File: src/design/c2d_mac.sv
`default_nettype none
// Multiply-accumulate: product registered, then summed
module c2d_mac (
  input  wire               clk_i,
  input  wire               rst_ni,
  input  wire               clr_i,
  input  wire signed [31:0] bias_i,
  input  wire               vld_i,
  input  wire signed [15:0] a_i,
  input  wire signed [15:0] b_i,
  output logic signed [47:0] sat_o
);
  logic signed [31:0] prod_q;
  logic               pv_q;
  logic signed [55:0] acc_q;

  always_ff @(posedge clk_i or negedge rst_ni) begin
    if (!rst_ni) pv_q <= 1'b0;
    else pv_q <= vld_i && !clr_i;
  end

  always_ff @(posedge clk_i) begin
    prod_q <= a_i * b_i;
    if (clr_i) acc_q <= 56'(bias_i);
    else if (pv_q) acc_q <= acc_q + 56'(prod_q);
  end

  // Saturate to 48 bits
  always_comb begin
    if (acc_q > 56'sh007fffffffffff) sat_o = 48'sh7fffffffffff;
    else if (acc_q < -56'sh00800000000000) sat_o = 48'sh800000000000;
    else sat_o = acc_q[47:0];
  end
endmodule
`default_nettype wire

File: config.mk
export PLATFORM = sky130hd
export DESIGN_NAME = c2d_mac
export DESIGN_NICKNAME = d
export VERILOG_FILES = /design/src/design/c2d_mac.sv
export SDC_FILE = /design/constraint.sdc
export NUM_CORES = 1
export LEC_CHECK = 0
export BUFFER_PORTS_ARGS = -buffer_cell sky130_fd_sc_hd__buf_2
export CAP_MARGIN = 20
export CORE_UTILIZATION = 25
export DETAILED_ROUTE_END_ITERATION = 8
export PLACE_DENSITY = 0.49
export REMOVE_ABC_BUFFERS = 1
export SLEW_MARGIN = 20
export SYNTH_ARGS = -nofsm -noshare
export SYNTH_HDL_FRONTEND = slang
export SYNTH_SLANG_ARGS = --single-unit
File: constraint.sdc
create_clock -name clk_i -period 6.1 [get_ports clk_i]
set_clock_uncertainty 0.05 [all_clocks]
set_input_delay 0.915 -clock clk_i [delete_from_list [all_inputs] [get_ports clk_i]]
set_output_delay 0.915 -clock clk_i [all_outputs]
set_load 0.1 [all_outputs]
# Word-level counts from Yosys, hierarchy flattened
# Index checks and enable logic that the tools add are counted.
word_totals:
  output_inout_bits: 48
  input_bits: 68
  elab_cells: 14
  regBits: 89
op_classes:
  magnitude_cmp: 2
  mux: 4
  n_mul: 1
  reduce_logical: 3
  add_sub_neg: 1
ops:
  columns: ["cell", "count"]
  rows:
  - ["56-bit two-way mux", 2]
  - ["48-bit two-way mux", 2]
  - ["56-bit by 32-bit adder with 56-bit output", 1]
  - ["56-bit by 48-bit > comparator with 1-bit output, second input constant", 1]
  - ["56-bit by 48-bit less-than comparator with 1-bit output, second input constant", 1]
  - ["16-bit by 16-bit multiplier with 32-bit output", 1]
  - ["2-bit nonzero test", 1]
  - ["1-bit logical AND", 1]
  - ["1-bit logical NOT", 1]

# Longest topological paths before layout
depth:
  depth_word: 3
  ltp_mapped: 25
  depth_no_buf: 24

# Worst setup path before layout
# No wires, ideal clock.
synth_path:
  path_type: "input to register"
  startpoint: "input a_i[15]"
  endpoint: "register prod_q[31]"
  path_buffers: 1
  arrival_time_ns: 6.468
  setup_ns: 0.072
  setup_slack_ns: -0.490
  t_required_ns: 5.978
  path_stages: 21
  cell_sequence: "clkbuf_1 > nand2_1 > fa_1 > inv_1 > fa_1 > fa_1 > fa_1 > fa_1 > inv_1 > fa_1 > inv_1 > ha_1 > a21oi_1 > nor2b_1 > o21ai_0 > nand2b_1 > a21oi_1 > o31ai_1 > a211o_1 > a21oi_1 > xnor2_1"
synth_between:
  elab_chain_len: 1
synth_rtl:
  columns: ["element", "line", "rtl"]
  rows:
  - ["from (decl)", "9", "input wire signed [15:0] a_i,"]
  - ["16-bit by 16-bit multiplier with 32-bit output", "23", "prod_q <= a_i * b_i;"]
  - ["to (signal assigned)", "23", null]
  - ["to (decl)", "13", "logic signed [31:0] prod_q;"]
# Every way passes these cells.
# A chain may end at the register's enable or synchronous reset.

# Worst setup path in the final report
layout_path:
  startpoint: "input a_i[4]"
  endpoint: "register prod_q[30]"
# Same word-level chain as after synthesis.

==> metrics.log <==
[metrics] overflow left after global routing: 0
[metrics] largest net degree at the start of global routing: 57
[metrics] Critical Path, Cell by Cell: buf_2, buf_6, and2_1, fa_1, fa_1, ha_2, inv_2, fa_1, inv_1, fa_1, inv_2, fa_1, inv_2, ha_4, a21o_1, a21o_1, a2111o_1, a311oi_4, nor3_2, nor3_2, o311ai_2, a21oi_1, xnor2_1
[metrics] asr flop ratio synth: under 10%
[metrics] number of slew-limit violations in the final report: 0
[metrics] shortest clock period the worst path allows after layout: 6000 ps
[metrics] mean cell area of the mapped netlist: between 8 and 9 sq um
[metrics] share of cell area taken by muxes after synthesis: less than 1%
[metrics] number of vias after detailed routing: between 10,000 and 15,000
[metrics] highest attainable clock frequency: about 170 MHz
[metrics] Critical Path AT: 6250 ps
[metrics] fin crit share: a little over nine tenths
[metrics] total number of nets in the final design: ~2,500
[metrics] Reg-to-Reg End: acc_q[42]$_DFFE_PP_
[metrics] crit path buf inv count: 6
[metrics] Crit Path Category: in -> reg
[metrics] Final Setup Violations: 0
[metrics] critical path's largest stage delay: 560 ps
[metrics] crit-path leading delay family: adder cells
[metrics] TritonCTS clock tree: yes
[metrics] unrepaired setup endpoints after global routing: true
[metrics] number of ports placed on the die boundary: 116
[metrics] Max Cap Viol: 0
[metrics] height of the die: around 260 um
[metrics] simple-gate portion of the synthesized area: ~15%
[metrics] number of endpoints with negative hold slack in the final report: 0
[metrics] highest-count cells in the layout ignoring fill and taps: sky130_fd_sc_hd__inv_1, sky130_fd_sc_hd__fa_1, sky130_fd_sc_hd__nand2_1
[metrics] Routed wire per std cell: 15.7 um
[metrics] CTS clock-pin slew for the worst setup and hold paths: 70 ps
[metrics] startpoint of the most critical register-to-register path: acc_q[0]$_DFFE_PP_
[metrics] critical path endpoint category: flip-flop
[metrics] Die Area: 66,800 sq um
[metrics] sequential cell area fraction in the yosys report: 14.3%
[metrics] clock sinks: 89
[metrics] YS warnings: 0
[metrics] normalized max-slew margin: between 40% and 50%
[metrics] required time at the endpoint of the critical path: 6350 ps
[metrics] number of antenna-violating nets in the routed design: 0
[metrics] maximum root-to-sink buffer count: 2
[metrics] critical path depth: 23
[metrics] transition time at the pin with the least slew margin: ~800 ps
[metrics] CTS buffer count: 9
[metrics] most frequent standard cell in the layout excluding fill and tap cells: sky130_fd_sc_hd__inv_1
[metrics] Routability Congestion: about 0.87
[metrics] fill cell instance count of the final layout: roughly 6,900
[metrics] area growth from synthesis to layout: 22.0%
[metrics] result of the run: completed
[metrics] synthesized netlist cell count: 1,838
[metrics] overall routing resource usage: 14.1%
[metrics] count of buffers from port buffering: around 120
[metrics] DR iter-0 viols: between 400 and 500
[metrics] initial antenna violation count: 2
[metrics] final total negative setup slack: 0 ps
[metrics] Max FO, Critical Path: 4
[metrics] Reg2Reg Setup Slack: approximately 2600 ps
[metrics] vias in the first global route: around 14,000
[metrics] leading area contributor after synthesis: sky130_fd_sc_hd__fa_1
[metrics] cell with the biggest individual delay on the critical path: sky130_fd_sc_hd__fa_1
[metrics] Most used DFF post-synth: sky130_fd_sc_hd__edfxtp_1
[metrics] Skew-Pair Late Insertion Delay: roughly 380 ps
[metrics] area of the core: about 65,000 sq um
[metrics] share of cells above drive strength 1: between 20% and 30%
[metrics] HP Class: in -> async
[metrics] final WL: 46.0 mm
[metrics] Synth Cell Area: 16,400 sq um
[metrics] Post-DP HPWL: 39.6 mm
[metrics] Root Driver: sky130_fd_sc_hd__clkbuf_16
[metrics] share of the synthesized netlist area taken by xor and xnor gates: about 4.5%
[metrics] number of cells on the worst reg-to-reg path: 12
[metrics] count of cell types in the netlist: 75
[metrics] Synth area leaders: sky130_fd_sc_hd__fa_1, sky130_fd_sc_hd__ha_1, sky130_fd_sc_hd__edfxtp_1
[metrics] detailed-routing iteration count for the pre-antenna-repair pass: 7
[metrics] fraction of post-synthesis cell area in the top cell type by area: between 30% and 40%
[metrics] count of state elements after synthesis: 89
[metrics] adder-cell share of the synthesized area: approximately 42%
[metrics] effective utilization at floorplan: between 20% and 30%
[metrics] main combinational cell family by area after synthesis: adder cells
[metrics] number of vias per cell after detailed routing: between 4 and 5
[metrics] Max H-tree Level: 3
[metrics] cell repeated most along the worst path: sky130_fd_sc_hd__fa_1
[metrics] first-pass GRT wire length: ~75 mm
[metrics] # DRC: 0
[metrics] area fraction in compound gates after synthesis: about 14%
[metrics] horizontal extent of the die: between 200 and 300 um
[metrics] Critical Path Source Type: input port
[metrics] number of enable-type register cells in the synthesized netlist: 56
[metrics] FP Rows: 93
## cell families (layout without fill, tap and decap cells)
family	count (synthesis)	count (layout)
AND/OR/NAND/NOR	498	498
buffers and inverters	413	641
adder cells (fa/ha/maj)	400	400
AO/OA/AOI/OAI	348	348
flip-flops	89	89
XOR/XNOR	85	85
multiplexers	5	5
other	0	1
## per-layer routing
| layer | vias up | part of all wire, % | global-route usage [%] | wire [um] |
|---|---|---|---|---|
| met4 | 4 | 2.1 | 4.08 | 953 |
| li1 | 6346 | - | - | - |
| met3 | 45 | 2.7 | 1.64 | 1250 |
| met1 | 6280 | 47 | 18.6 | 21700 |
| met5 | - | 0.048 | 0 | 22 |
| met2 | 185 | 48 | 24.0 | 22000 |
## how the worst max path moves through the flow
stage	from	to	slack, ps
2_1_floorplan	a_i[15]	prod_q[31]$_DFF_P_	-190
3_3_place_gp	b_i[3]	prod_q[31]$_DFF_P_	-750
3_5_place_dp	b_i[3]	prod_q[31]$_DFF_P_	-830
4_1_cts	a_i[15]	prod_q[31]$_DFF_P_	1
5_1_grt	a_i[9]	prod_q[31]$_DFF_P_	-100
6_report	a_i[4]	prod_q[30]$_DFF_P_	100
## sequential cells by signal, summed over array words and instances, names as in the netlist
name,cells
acc_q,56
prod_q,32
pv_q,1
## layout make-up
cell class | count | area (sq um) | area share, %
antenna | 1 | 2.50 | 0.0125
sequential | 89 | 2350 | 11.7
inverter | 332 | 1250 | 6.22
multi-input combinational | 1336 | 13000 | 64.7
clock buffer | 10 | 229 | 1.14
tap | 855 | 1070 | 5.33
timing repair buffer | 293 | 2090 | 10.4
clock inverter | 6 | 90.1 | 0.449
## through the flow
step / hold slack [ps] / instance area (sq um) / std cells / util, % / worst slack, ps
after floorplan: 569 / 16100 / 1757 / - / -190
after global placement: 619 / 19000 / 2893 / 29.4 / -754
after detailed placement: 626 / 19000 / 2893 / 29.4 / -829
after CTS: 236 / 19700 / 2914 / 30.4 / 1.31
after global routing: 238 / 20100 / 2921 / 31.0 / -103
final: 256 / 20100 / 2922 / 31.0 / 98.0
## repair_timing
item,in CTS,in global routing
setup endpoints to repair,10,13
pin swaps,50,90
resized for setup,68,91
hold buffers,0,0
setup buffers,8,7
## Yosys cell counts (all sizes together), types with 5 or more instances
cell and number:
and3 9, buf 10, nor3b 5, a31o 5
nor2b 11, nand4 19, fa 263, nand2b 12
dfxtp 32, o21bai 11, o21a 13, nor2 58
clkbuf 71, o211ai 7, a21oi 85, and2 133
nand3 20, ha 137, edfxtp 56, and4 5
xnor2 57, o21ai 92, inv 331, nor3 12
a31oi 9, o31ai 5, xor2 28, nand2 194
a21o 82
Power is not shown: default switching activity piles up to over one toggle a cycle in this logic, so the estimate is an artifact.
