**src/design/c2d_pkg.sv**
```systemverilog
`default_nettype none
package c2d_pkg;

  typedef enum logic [1:0] {
    CMD_IMG  = 2'd0,
    CMD_WGT  = 2'd1,
    CMD_BIAS = 2'd2,
    CMD_CONV = 2'd3
  } cmd_e;

  localparam int NUM_REGS = 8;
  localparam logic [2:0] REG_IMG_W  = 3'd0;
  localparam logic [2:0] REG_IMG_H  = 3'd1;
  localparam logic [2:0] REG_KER_W  = 3'd2;
  localparam logic [2:0] REG_KER_H  = 3'd3;
  localparam logic [2:0] REG_STEP_X = 3'd4;
  localparam logic [2:0] REG_STEP_Y = 3'd5;
  localparam logic [2:0] REG_BORD_X = 3'd6;
  localparam logic [2:0] REG_BORD_Y = 3'd7;

  localparam int CfgW = 6;
  localparam int ResW = 48;

  // Geometry shared between top and sequencer
  typedef struct packed {
    logic [8:0] w;
    logic [8:0] h;
    logic [4:0] kw;
    logic [4:0] kh;
    logic [3:0] sx;
    logic [3:0] sy;
    logic [2:0] px;
    logic [2:0] py;
  } geom_t;

  // Saturate a 32-bit signed value to 16 bits
  function automatic logic signed [15:0] sat16(input logic signed [31:0] v);
    logic signed [15:0] r;
    if (v > 32'sd32767) r = 16'sh7fff;
    else if (v < -32'sd32768) r = 16'sh8000;
    else r = v[15:0];
    return r;
  endfunction

endpackage
`default_nettype wire

```
**src/design/c2d_seq.sv**
```systemverilog
`default_nettype none
// Tap walker: steps (ky, kx, c) and emits one store address pair per cycle
module c2d_seq #(
  parameter int MAX_IMAGE_W  = 32,
  parameter int MAX_IMAGE_H  = 32,
  parameter int MAX_KERNEL_W = 8,
  parameter int MAX_KERNEL_H = 8,
  parameter int CHANNELS_IN  = 4,
  parameter int IAW = 12,
  parameter int WAW = 11,
  parameter int OCW = 3
) (
  input  wire              clk_i,
  input  wire              rst_ni,
  input  wire              start_i,
  input  c2d_pkg::geom_t   geom_i,
  input  wire [OCW-1:0]    oc_i,
  input  wire signed [10:0] bx_i,   // ox*sx - px
  input  wire signed [10:0] by_i,   // oy*sy - py
  output logic             busy_o,
  output logic             tap_vld_o,
  output logic             last_o,
  output logic [IAW-1:0]   img_addr_o,
  output logic [WAW-1:0]   wgt_addr_o
);
  localparam int CW = (CHANNELS_IN > 1) ? $clog2(CHANNELS_IN) : 1;

  logic        busy_q, busy_d;
  logic [4:0]  kx_q, kx_d, ky_q, ky_d;
  logic [CW-1:0] c_q, c_d;
  logic signed [11:0] ix, iy;
  logic        in_img, last_c, last_kx, last_ky;

  assign ix = 12'(bx_i) + 12'(kx_q);
  assign iy = 12'(by_i) + 12'(ky_q);
  assign in_img = (ix >= 0) && (ix < $signed({3'b0, geom_i.w})) &&
                  (iy >= 0) && (iy < $signed({3'b0, geom_i.h}));
  assign last_c  = (32'(c_q) == CHANNELS_IN - 1);
  assign last_kx = (kx_q == geom_i.kw - 5'd1);
  assign last_ky = (ky_q == geom_i.kh - 5'd1);

  // Advance counters
  always_comb begin
    busy_d = busy_q;
    kx_d = kx_q;
    ky_d = ky_q;
    c_d  = c_q;
    if (start_i) begin
      busy_d = 1'b1;
      kx_d = '0; ky_d = '0; c_d = '0;
    end else if (busy_q) begin
      if (!last_c) c_d = c_q + 1'b1;
      else begin
        c_d = '0;
        if (!last_kx) kx_d = kx_q + 5'd1;
        else begin
          kx_d = '0;
          if (!last_ky) ky_d = ky_q + 5'd1;
          else busy_d = 1'b0;
        end
      end
    end
  end

  always_ff @(posedge clk_i or negedge rst_ni) begin
    if (!rst_ni) begin
      busy_q <= 1'b0;
      kx_q <= '0; ky_q <= '0; c_q <= '0;
    end else begin
      busy_q <= busy_d;
      kx_q <= kx_d; ky_q <= ky_d; c_q <= c_d;
    end
  end

  assign busy_o    = busy_q;
  assign tap_vld_o = busy_q && in_img;
  assign last_o    = busy_q && last_c && last_kx && last_ky;

  // Fixed-pitch addresses
  always_comb begin
    img_addr_o = IAW'(((32'(c_q) * MAX_IMAGE_H + 32'(iy[8:0])) * MAX_IMAGE_W)
                      + 32'(ix[8:0]));
    wgt_addr_o = WAW'((((32'(oc_i) * CHANNELS_IN + 32'(c_q)) * MAX_KERNEL_H
                      + 32'(ky_q)) * MAX_KERNEL_W) + 32'(kx_q));
  end
endmodule
`default_nettype wire

```
**config.mk**
```make
export PLATFORM = sky130hd
export DESIGN_NAME = c2d_seq
export DESIGN_NICKNAME = d
export VERILOG_FILES = /design/src/design/c2d_pkg.sv /design/src/design/c2d_seq.sv
export SDC_FILE = /design/constraint.sdc
export NUM_CORES = 1
export LEC_CHECK = 0
export BUFFER_PORTS_ARGS = -buffer_cell sky130_fd_sc_hd__buf_2
export CAP_MARGIN = 20
export CORE_AREA = 2 2 86 88
export CTS_BUF_LIST = sky130_fd_sc_hd__clkbuf_4 sky130_fd_sc_hd__clkbuf_8
export CTS_CLUSTER_DIAMETER = 50
export DETAILED_ROUTE_END_ITERATION = 10
export DIE_AREA = 0 0 88 90
export SYNTH_ARGS = -nofsm -noshare
export SYNTH_HDL_FRONTEND = slang
export SYNTH_SLANG_ARGS = --single-unit
```
**constraint.sdc**
```tcl
create_clock -name clk_i -period 5.2 [get_ports clk_i]
set_input_delay 0.26 -clock clk_i [delete_from_list [all_inputs] [get_ports clk_i]]
set_output_delay 0.26 -clock clk_i [all_outputs]
set_load 0.01 [all_outputs]
```
* Word-level counts from Yosys, hierarchy flattened *
Cells that the tools add are included.

word-level totals
  logic and storage cells = 53
  register bits = 13
  input bits = 70

cells by class
  $add $sub $neg = 12
  reduce and logical (&&, ||, !) cells = 12
  magnitude comparators = 4
  muxes and demuxes = 17
  equality and inequality tests = 4

operators by type and width
  operator                                                                count
  5-bit two-way mux                                                       9
  11-bit by 6-bit adder with 12-bit output                                2
  12-bit by 1-bit >= comparator with 1-bit output, second input constant  2
  12-bit by 10-bit < comparator with 1-bit output                         2
  12-bit by 9-bit adder with 12-bit output                                1
  11-bit by 5-bit adder with 11-bit output                                1
  5-bit by 1-bit adder with 5-bit output, second input constant           2
  5-bit equality test                                                     2
  5-bit by 1-bit subtractor with 5-bit output, second input constant      2
  8-bit by 5-bit adder with 8-bit output                                  1
  7-bit adder                                                             1
  1-bit logical AND                                                       7
  2-bit two-way mux                                                       3
  2-bit nonzero test                                                      3
  5-bit by 2-bit adder with 5-bit output                                  1
  1-bit two-way mux                                                       5
  4-bit AND reduction                                                     1
  2-bit by 1-bit adder with 2-bit output, second input constant           1
  2-bit equality test, second input constant                              1
  2-bit != test, second input constant                                    1
  2-bit AND reduction                                                     1

* Longest topological paths before layout *
Gate-level depths: netlist of run 1.

  depth in word-level cells = 7
  gate-level depth with buffers = 13
  depth with buffers taken out = 13

* Worst setup path after synthesis of run 1 *
OpenSTA, ideal clock, no wires.

  path kind = register to output
  start = reg ky_q[0]
  end = out tap_vld_o
  stages on the path, launching flop included = 14
  path slack = 1596 ps
  data arrival time = 3344 ps
  required time = 4940 ps
  cell sequence = dfrtp_1 ha_1 fa_1 a21o_1 a21oi_1 nor2b_1 o21ai_0 xnor2_1 ha_1 and3_1 a2111oi_0 a21oi_1 a2111oi_0 o211a_1

on the way
  word-level cells in the longest chain between the ends = 5
  elaborated cells between the ends (all ways) = 6
  those cells by class = 1 x add/sub; 2 x order compare; 3 x reduce/logical

RTL lines
  item                                             RTL line       RTL
  start: declaration                               c2d_seq.sv:29  logic [4:0] kx_q, kx_d, ky_q, ky_d;
  start signal: assignment                         c2d_seq.sv:68  kx_q <= '0; ky_q <= '0; c_q <= '0;
  start signal: assignment                         c2d_seq.sv:71  kx_q <= kx_d; ky_q <= ky_d; c_q <= c_d;
  11-bit by 6-bit adder with 12-bit output *       c2d_seq.sv:35  assign iy = 12'(by_i) + 12'(ky_q);
  12-bit by 1-bit >= comparator with 1-bit output  c2d_seq.sv:37  (iy >= 0) && (iy < $signed({3'b0, geom_i.h}));
  1-bit logical AND                                c2d_seq.sv:36  assign in_img = (ix >= 0) && (ix < $signed({3'b0, geom_i.w})) &&
  1-bit logical AND *                              c2d_seq.sv:37
  1-bit logical AND *                              c2d_seq.sv:76  assign tap_vld_o = busy_q && in_img;
  end: declaration                                 c2d_seq.sv:21  output logic tap_vld_o,

Mark *: on every way between the ends. The rest lies on a longest branch, timed or not.

* Worst setup path in the final report of run 1 *
Same ends and word-level chain as after synthesis.

==> impl_summary.md, run 1 <==
Clocking
Buffers inserted during clock tree synthesis total 3. In this run the post-CTS setup repair buffer count came out at 0. The total number of H-tree levels is 1.

The count of hold-fix buffers inserted at cts is 1. The clock tree from TritonCTS is done. Once the clock tree was built, the resizer swapped 0 gates to a different size. The clock insertion delay at the later pin of the skew report is 240 ps. The clock sink total is 13.

The cell sitting at the root of the clock tree is a sky130_fd_sc_hd__clkbuf_8. The maximum buffer depth of the clock tree is 2. Clock-pin slew was measured on the worst setup and hold paths at 50 ps.

Detailed routing
The number of vias in the routed layout is 2210. Dividing the detail-routed wire length by the instance count gives 11.8 um. The wire length after detailed routing is 5560 um. In the routed layout, each cell is associated on average with a via count of 4.69.

For this block, the initial DRC count from the detailed router was 43. The first-pass iteration count of the detailed router is 4. The antenna violation net count after detailed routing is 0. The count of unresolved DRC violations after routing is 0.

Pwr
The total power of the final layout is 378 uW. In this run the power density over the cells is 129 nW/um^2. Across the VDD grid, the largest voltage drop is 0.0742 mV. The static leakage power is 1.53 nW.

Layout
The layout overhead on the synthesized area is 23.2%. The non-filler instance count after layout is 471. Measured on the finished design, the core utilization comes to 41.7%. The number of nets in the final layout is 482.

The final non-filler cell area is 2930 um^2. The fill cell total of the finished layout is 745. The area used by multi-input combinational logic is 1880 um^2.

The area taken by flip-flops and latches is 325 um^2. In the final layout, the share of cells above drive strength 1 is 26.1%. The repair_antennas step left the layout with diodes totalling 0.

STA
The number of slew-limit violations in the final report is 0. The number of hold-slack violations in the final timing report is 0. The worst path in the final design needs a cycle of 4280 ps, including I/O delays and setup. The worst pin sits at a relative slew slack of 66.1%. Static timing analysis puts the maximum clock frequency at 234 MHz. The total negative setup slack is 0 ps. The fraction of the cycle the final worst path needs is 82.2%. The number of setup violations in the final report is 0. Clock skew on the completed layout was measured at 1.80 ps.

For the pin with the worst max-slew slack, the measured transition is 504 ps. Setup repair after global routing left no endpoint under its margin.

Setup path
Data on the critical path arrives at its endpoint at 4020 ps. The worst register-to-register path has a depth of 7. On the worst path, the slowest cell contributes a delay of 470 ps. The start point of the critical path is ky_q[0]. Traced cell by cell, the critical path runs through ha_1 -> fa_1 -> a21o_1 -> a21oi_1 -> nor2b_1 -> o21ai_0 -> xnor2_1 -> ha_1 -> and3_1 -> a2111oi_0 -> a21oi_1 -> a2111oi_0 -> o211a_1 -> buf_2.

The startpoint of the most critical register-to-register path is kx_q[3]. The critical path start-end classification is reg -> out. The setup check on the worst reg-to-reg path leaves a slack of 3410 ps. The maximum fanout along the worst path is 6. The critical path data required time is 4940 ps.

STA classifies the critical path startpoint as a flip-flop. The worst register-to-register path ends at ky_q[4]. The library cell contributing the largest single delay on the critical path is sky130_fd_sc_hd__dfrtp_1.

STA classifies the critical path endpoint as an output pin.

Placement
The number of cells after detailed placement is 466. The final RePlAce weighted congestion is 0.805. In this run the cell area measured after placement is 2870 um^2. In this run the tool buffered the top-level ports with 81 buffer cells. The HPWL after detailed placement is 4870 um.

Floorplan
Pin placement for this block handled 96 I/O pins. The die height is 90 um. The core area is 7020 um^2.

The die outline area is 7920 um^2. The number of placement rows is 31. The initial utilization of the core area, before any placement, comes to 33.9%. From left edge to right edge, the die measures 88 um.

Yosys
The share of async-settable or async-resettable flops after synthesis is 100%. Summing every instance area after synthesis gives 2380 um^2. The number of warnings issued by yosys is 0. The largest total area in the synthesized netlist belongs to sky130_fd_sc_hd__ha_1. The number of nets in the synthesized netlist is 402. Sorting the synthesized cells by area gives the leading types as sky130_fd_sc_hd__ha_1, sky130_fd_sc_hd__dfrtp_1, sky130_fd_sc_hd__xnor2_1, sky130_fd_sc_hd__xor2_1, sky130_fd_sc_hd__inv_1. The gate count of the mapped netlist is 293.

For this run, the register share of the synthesized area comes to 13.7%. Yosys mapped a number of flops with a built-in enable equal to 0. For this run, the leading register cell type out of synthesis is sky130_fd_sc_hd__dfrtp_1.

The synthesis-stage register bit count is 13. The average size of a mapped cell is 8.11 um^2. The distinct cell type count after synthesis is 44.

Summed over its instances, the top area cell type makes up 18.4% of the synthesized netlist area.

Run status
The run finished with clean final reports.

Global route
The total congestion overflow is 0. The initial antenna violation count was 0. The first global-routing pass estimated 8830 um of wire. For this run, the total global-route usage over all layers was measured as 13.4%.

The number of global-route vias before repair is 2082. Entering global routing, the biggest net connects 14 pins.

Min path
The path category of the worst min-delay check is in -> reg. The startpoint identified for the worst hold timing path is start_i. The path with the worst hold slack has its endpoint at kx_q[0]. Along the worst hold path, the cell count comes to 2.

Flow run
The tool flagged a number of max-cap violations equal to 0.
[worst max path at each step]
stage                            to
after floorplan           tap_vld_o
after global placement    tap_vld_o
after detailed placement  tap_vld_o
after CTS                 tap_vld_o
after global routing      tap_vld_o
final                     tap_vld_o
[cell families after synthesis]
group                    after synthesis  synth area share (%)
buffers and inverters                 42                  7.11
adder cells (fa/ha/maj)               42                  23.2
AO/OA/AOI/OAI                         51                  14.5
multiplexers                           6                  2.53
XOR/XNOR                              55                  20.9
AND/OR/NAND/NOR                       84                  18.1
flip-flops                            13                  13.7
[cell usage in the layout, fill, tap and decap left out, types with 8 or more instances in the layout]
cell type / count
sky130_fd_sc_hd__buf_2: 81
sky130_fd_sc_hd__xnor2_1: 36
sky130_fd_sc_hd__inv_1: 35
sky130_fd_sc_hd__ha_1: 35
sky130_fd_sc_hd__nor2_1: 24
sky130_fd_sc_hd__nand2_1: 17
sky130_fd_sc_hd__xor2_1: 17
sky130_fd_sc_hd__a21oi_1: 15
sky130_fd_sc_hd__dfrtp_1: 13
sky130_fd_sc_hd__nand2b_1: 8
[worst max-delay path: cells and delay by family (launching register included)]
family,cells,cell delay (ps)
compound gates,7,1760
fa+ha+maj,3,940
flops,1,470
simple gates,2,270
xor+xnor,1,200
buf+inv,1,120
[synth_stat cells, types with 3 or more instances]
| master | number |
|---|---|
| sky130_fd_sc_hd__inv_1 | 35 |
| sky130_fd_sc_hd__o211ai_1 | 3 |
| sky130_fd_sc_hd__dfrtp_1 | 13 |
| sky130_fd_sc_hd__o21ai_0 | 6 |
| sky130_fd_sc_hd__nor2b_1 | 5 |
| sky130_fd_sc_hd__o31ai_1 | 3 |
| sky130_fd_sc_hd__a21oi_1 | 15 |
| sky130_fd_sc_hd__nand2b_1 | 8 |
| sky130_fd_sc_hd__a21o_1 | 3 |
| sky130_fd_sc_hd__nand2_1 | 17 |
| sky130_fd_sc_hd__fa_1 | 4 |
| sky130_fd_sc_hd__nand4_1 | 7 |
| sky130_fd_sc_hd__ha_1 | 35 |
| sky130_fd_sc_hd__nor3b_1 | 3 |
| sky130_fd_sc_hd__nor3_1 | 5 |
| sky130_fd_sc_hd__clkbuf_1 | 4 |
| sky130_fd_sc_hd__xnor2_1 | 36 |
| sky130_fd_sc_hd__a31oi_1 | 3 |
| sky130_fd_sc_hd__xor2_1 | 17 |
| sky130_fd_sc_hd__nand3_1 | 7 |
| sky130_fd_sc_hd__nor2_1 | 24 |
| sky130_fd_sc_hd__mux2i_1 | 6 |
| sky130_fd_sc_hd__o21bai_1 | 4 |
| sky130_fd_sc_hd__buf_4 | 3 |
| sky130_fd_sc_hd__o211a_1 | 3 |
[through the flow]
step / setup slack, ps / hold slack, ps
final: 924 / 311
after global routing: 461 / 330
after CTS: 911 / 310
after detailed placement: 1180 / 162
after global placement: 1240 / 164
after floorplan: 1600 / -35.6
[layer usage]
metal  up-vias  share of wire, %  global-route usage [%]
met3         4               4.9                    1.93
met5         -                 0                       0
met2        50                48                    24.2
met4         0              0.40                    1.92
met1      1000                46                    17.0
li1       1156                 -                       -
[report_power, final]
part / leakage, nW / internal, mW / total [mW] / switching (mW)
logic: 1.33 / 0.0840 / 0.174 / 0.0903
clock network: 0.0262 / 0.0593 / 0.0936 / 0.0344
registers: 0.174 / 0.104 / 0.110 / 0.00610
[flip-flops by register name (all words and copies together) (netlist names)]
signal,flops
ky_q,5
kx_q,5
busy_o,1
c_q,2
[layout make-up]
type / count / area share (%)
clock buffers: 4 / 1.67
inverters: 35 / 4.49
multi-input cells: 238 / 64.3
flip-flops and latches: 13 / 11.1
well taps: 99 / 4.23
repair buffers: 82 / 14.2
No activity file was read; power rests on OpenSTA's default activity.
==> run 2, diff against run 1 <==
- clock period: 5.2 -> 4.44 ns (I/O delays scaled with it)
==> run 2 against run 1 <==
Worst hold slack got worse by 49 ps. Core utilization up 0.25 points. Final area increased by 0.60%. Setup slack got worse by 560 ps. Largest power group unchanged.
==> impl_summary.md, run 2 (synthesis gave the netlist of run 1 again) <==
Run status
The run finished with clean final reports.

Placement
The number of cells after detailed placement is 467. Buffers placed on the I/O ports in this run total 81. The HPWL after detailed placement is 4890 um.

At the end of routability-driven placement, the weighted congestion stood at 0.820. After detailed placement, the total cell area comes to 2880 um^2.

Layout
The number of nets in the final layout is 483. The number of antenna diodes in the final layout is 0. The count of cells in the finished layout, fillers not included, comes to 472. The library cells used most frequently in the layout, excluding fill and tap cells, are sky130_fd_sc_hd__buf_2, sky130_fd_sc_hd__xnor2_1, sky130_fd_sc_hd__inv_1, sky130_fd_sc_hd__ha_1, sky130_fd_sc_hd__nor2_1. Compared with the post-synthesis result, the final layout area differs by 23.9%. The final non-filler cell area is 2950 um^2. In the final layout, the share of cells above drive strength 1 is 26.8%. In the final layout, the registers with the most flip-flops are kx_q x5, ky_q x5, c_q x2. The library cell used most frequently in the layout, excluding fill and tap cells, is sky130_fd_sc_hd__buf_2. Measured on the finished design, the core utilization comes to 42.0%.

STA
The number of hold-slack violations in the final timing report is 0. Across all hold checks on the routed design, the worst slack comes to 263 ps. The fmax is 245 MHz.

The clock period could shrink to 4080 ps. The fraction of the cycle the final worst path needs is 91.8%. The total negative setup slack is 0 ps. Headroom to the max-slew limit came out at 66.1%.

Clock skew on the completed layout was measured at 3.27 ps. The number of setup violations in the final report is 0. Setup repair after global routing left no endpoint under its margin. For the pin with the worst max-slew slack, the measured transition is 504 ps. The number of slew-limit violations in the final report is 0.

Clocking
The clock drives 13 sinks. TritonCTS built the clock tree. The number of setup buffers added after CTS is 0. The number of buffers created by CTS is 3. After clock tree synthesis, the clock-pin slew on the worst setup and hold paths is 50 ps. The total number of H-tree levels is 1.

The clock insertion delay at the later pin of the skew report is 240 ps. The maximum buffer depth of the clock tree is 2. In this run the clock root is driven by a sky130_fd_sc_hd__clkbuf_8.

Detailed routing
For this run, design rule violations remaining after detail routing come to 0. The antenna violation net count after detailed routing is 0. The wire length on met1 is 2650 um. The final route contains 2232 vias. For this block, the initial DRC count from the detailed router was 53. The first-pass iteration count of the detailed router is 4.

The routed design uses 235 um of met3 wire. Signal routing reaches up to met4. In the routed layout, each cell is associated on average with a via count of 4.73. After detailed routing, the total wire length is 5630 um.

In the final routed layout, each cell accounts on average for 11.9 um. Detailed routing placed a total of 2700 um of wire on met2.

Flow run
Across the run, the number of max-cap violations was 0.

Global route
The number of global-route vias before repair is 2162. Entering global routing, the biggest net connects 14 pins. The initial antenna violation count is 0. Global routing finished with a remaining overflow of 0. For this run, the total global-route usage over all layers was measured as 14.3%. The first-pass GRT wire length is 9320 um.

Pwr
In this run, the combinational gates consume 46.5% of the power. The part of the power in registers is 28.7%. Of the total power, the share spent switching nets is 35.0%. Power spread over the standard cell area amounts to 152 nW/um^2. The static leakage power is 1.53 nW. In this run the power spent charging and discharging nets is 157 uW. The worst ir drop on vdd is 0.0796 mV. In this run, the clock network consumes 24.8% of the power. The internal portion of the total power is 291 uW.

Setup path
Along the worst path, the maximum fanout reaches 6. The critical path data required time is 4220 ps. The worst path arrival time is 3850 ps. The type of element capturing the critical path is an output pin.

The library cell contributing the largest single delay on the critical path is sky130_fd_sc_hd__dfrtp_1. The kind of start point of the critical path is a flip-flop. The critical path is of the reg -> out type. The largest single stage delay on the critical path is 470 ps. The most numerous cell type found on the critical path is sky130_fd_sc_hd__ha_1.

The signal on the critical path passes through ha_1 -> fa_1 -> a21o_1 -> a21oi_2 -> nor2b_1 -> o21ai_1 -> xnor2_1 -> ha_1 -> and3_1 -> a2111oi_0 -> a21oi_1 -> a2111oi_2 -> o211a_1 -> buf_2.

Floorplan
The die is 90 um tall. Once the floorplan was initialized, standard cells occupied 33.9% of the core. The number of placement rows is 31.

The core region is 7020 um^2. The die covers 7920 um^2. In this run the count of I/O pins placed on the die edge is 96. The overall die width is 88 um.

Min path
The path category of the worst min-delay check is in -> reg.
[run 2: final timing paths]
| kind | startpoint | end | slack (ps) | cells past startpoint |
|---|---|---|---|---|
| setup / recovery | ky_q[0] | tap_vld_o | 360 | 14 |
| hold / removal | start_i | ky_q[0] | 260 | 2 |
| setup reg to reg | kx_q[4] | ky_q[3] | 2680 | 6 |
| hold reg to reg | c_q[0] | c_q[0] | 650 | 2 |
| max in group asynchronous | rst_ni | kx_q[4] | 3810 | 2 |
| min in group asynchronous | rst_ni | ky_q[2] | 390 | 2 |
[run 2: per-layer routing]
metal,GRT usage (%),vias to the layer above
met1,19.1,1010
met4,3.33,0
li1,-,1163
met5,0,-
met3,1.29,5
met2,24.6,54
[run 2: metrics by stage]
| step | setup slack (ps) | total power [mW] |
|---|---|---|
| after CTS | 135 | 0.451 |
| after floorplan | 874 | 0.260 |
| after global routing | 65.9 | 0.487 |
| after detailed placement | 408 | 0.338 |
| after global placement | 536 | 0.335 |
| final | 364 | 0.448 |
[run 2: worst max-delay path, delay by kind of cell (launching register included)]
| kind | cells | cell delay (ps) |
|---|---|---|
| AOI/OAI and AO/OA | 7 | 1600 |
| and+or+nand+nor | 2 | 260 |
| adders and majority gates | 3 | 960 |
| DFF | 1 | 470 |
| buffers and inverters | 1 | 120 |
| xor gates and xnor gates | 1 | 180 |
[run 2: cell type report]
type,instances,area [um^2]
multi-input combinational,238,1890
fill,746,4080
timing repair buffer,83,423
sequential,13,325
clock buffer,4,48.8
inverter,35,131
tap,99,124
[run 2: power groups by stage]
stage | logic, mW | registers [mW] | clock network [mW]
2_1_floorplan | 0.131 | 0.129 | 0
3_3_place_gp | 0.204 | 0.131 | 0
3_5_place_dp | 0.208 | 0.130 | 0
4_1_cts | 0.209 | 0.128 | 0.114
5_1_grt | 0.236 | 0.129 | 0.121
6_report | 0.208 | 0.128 | 0.111
[run 2: timing repair]
action,in CTS,in global routing
resized for setup,0,4
endpoints found under the setup margin,0,1
endpoints found under the hold margin,13,0
hold buffers,1,0
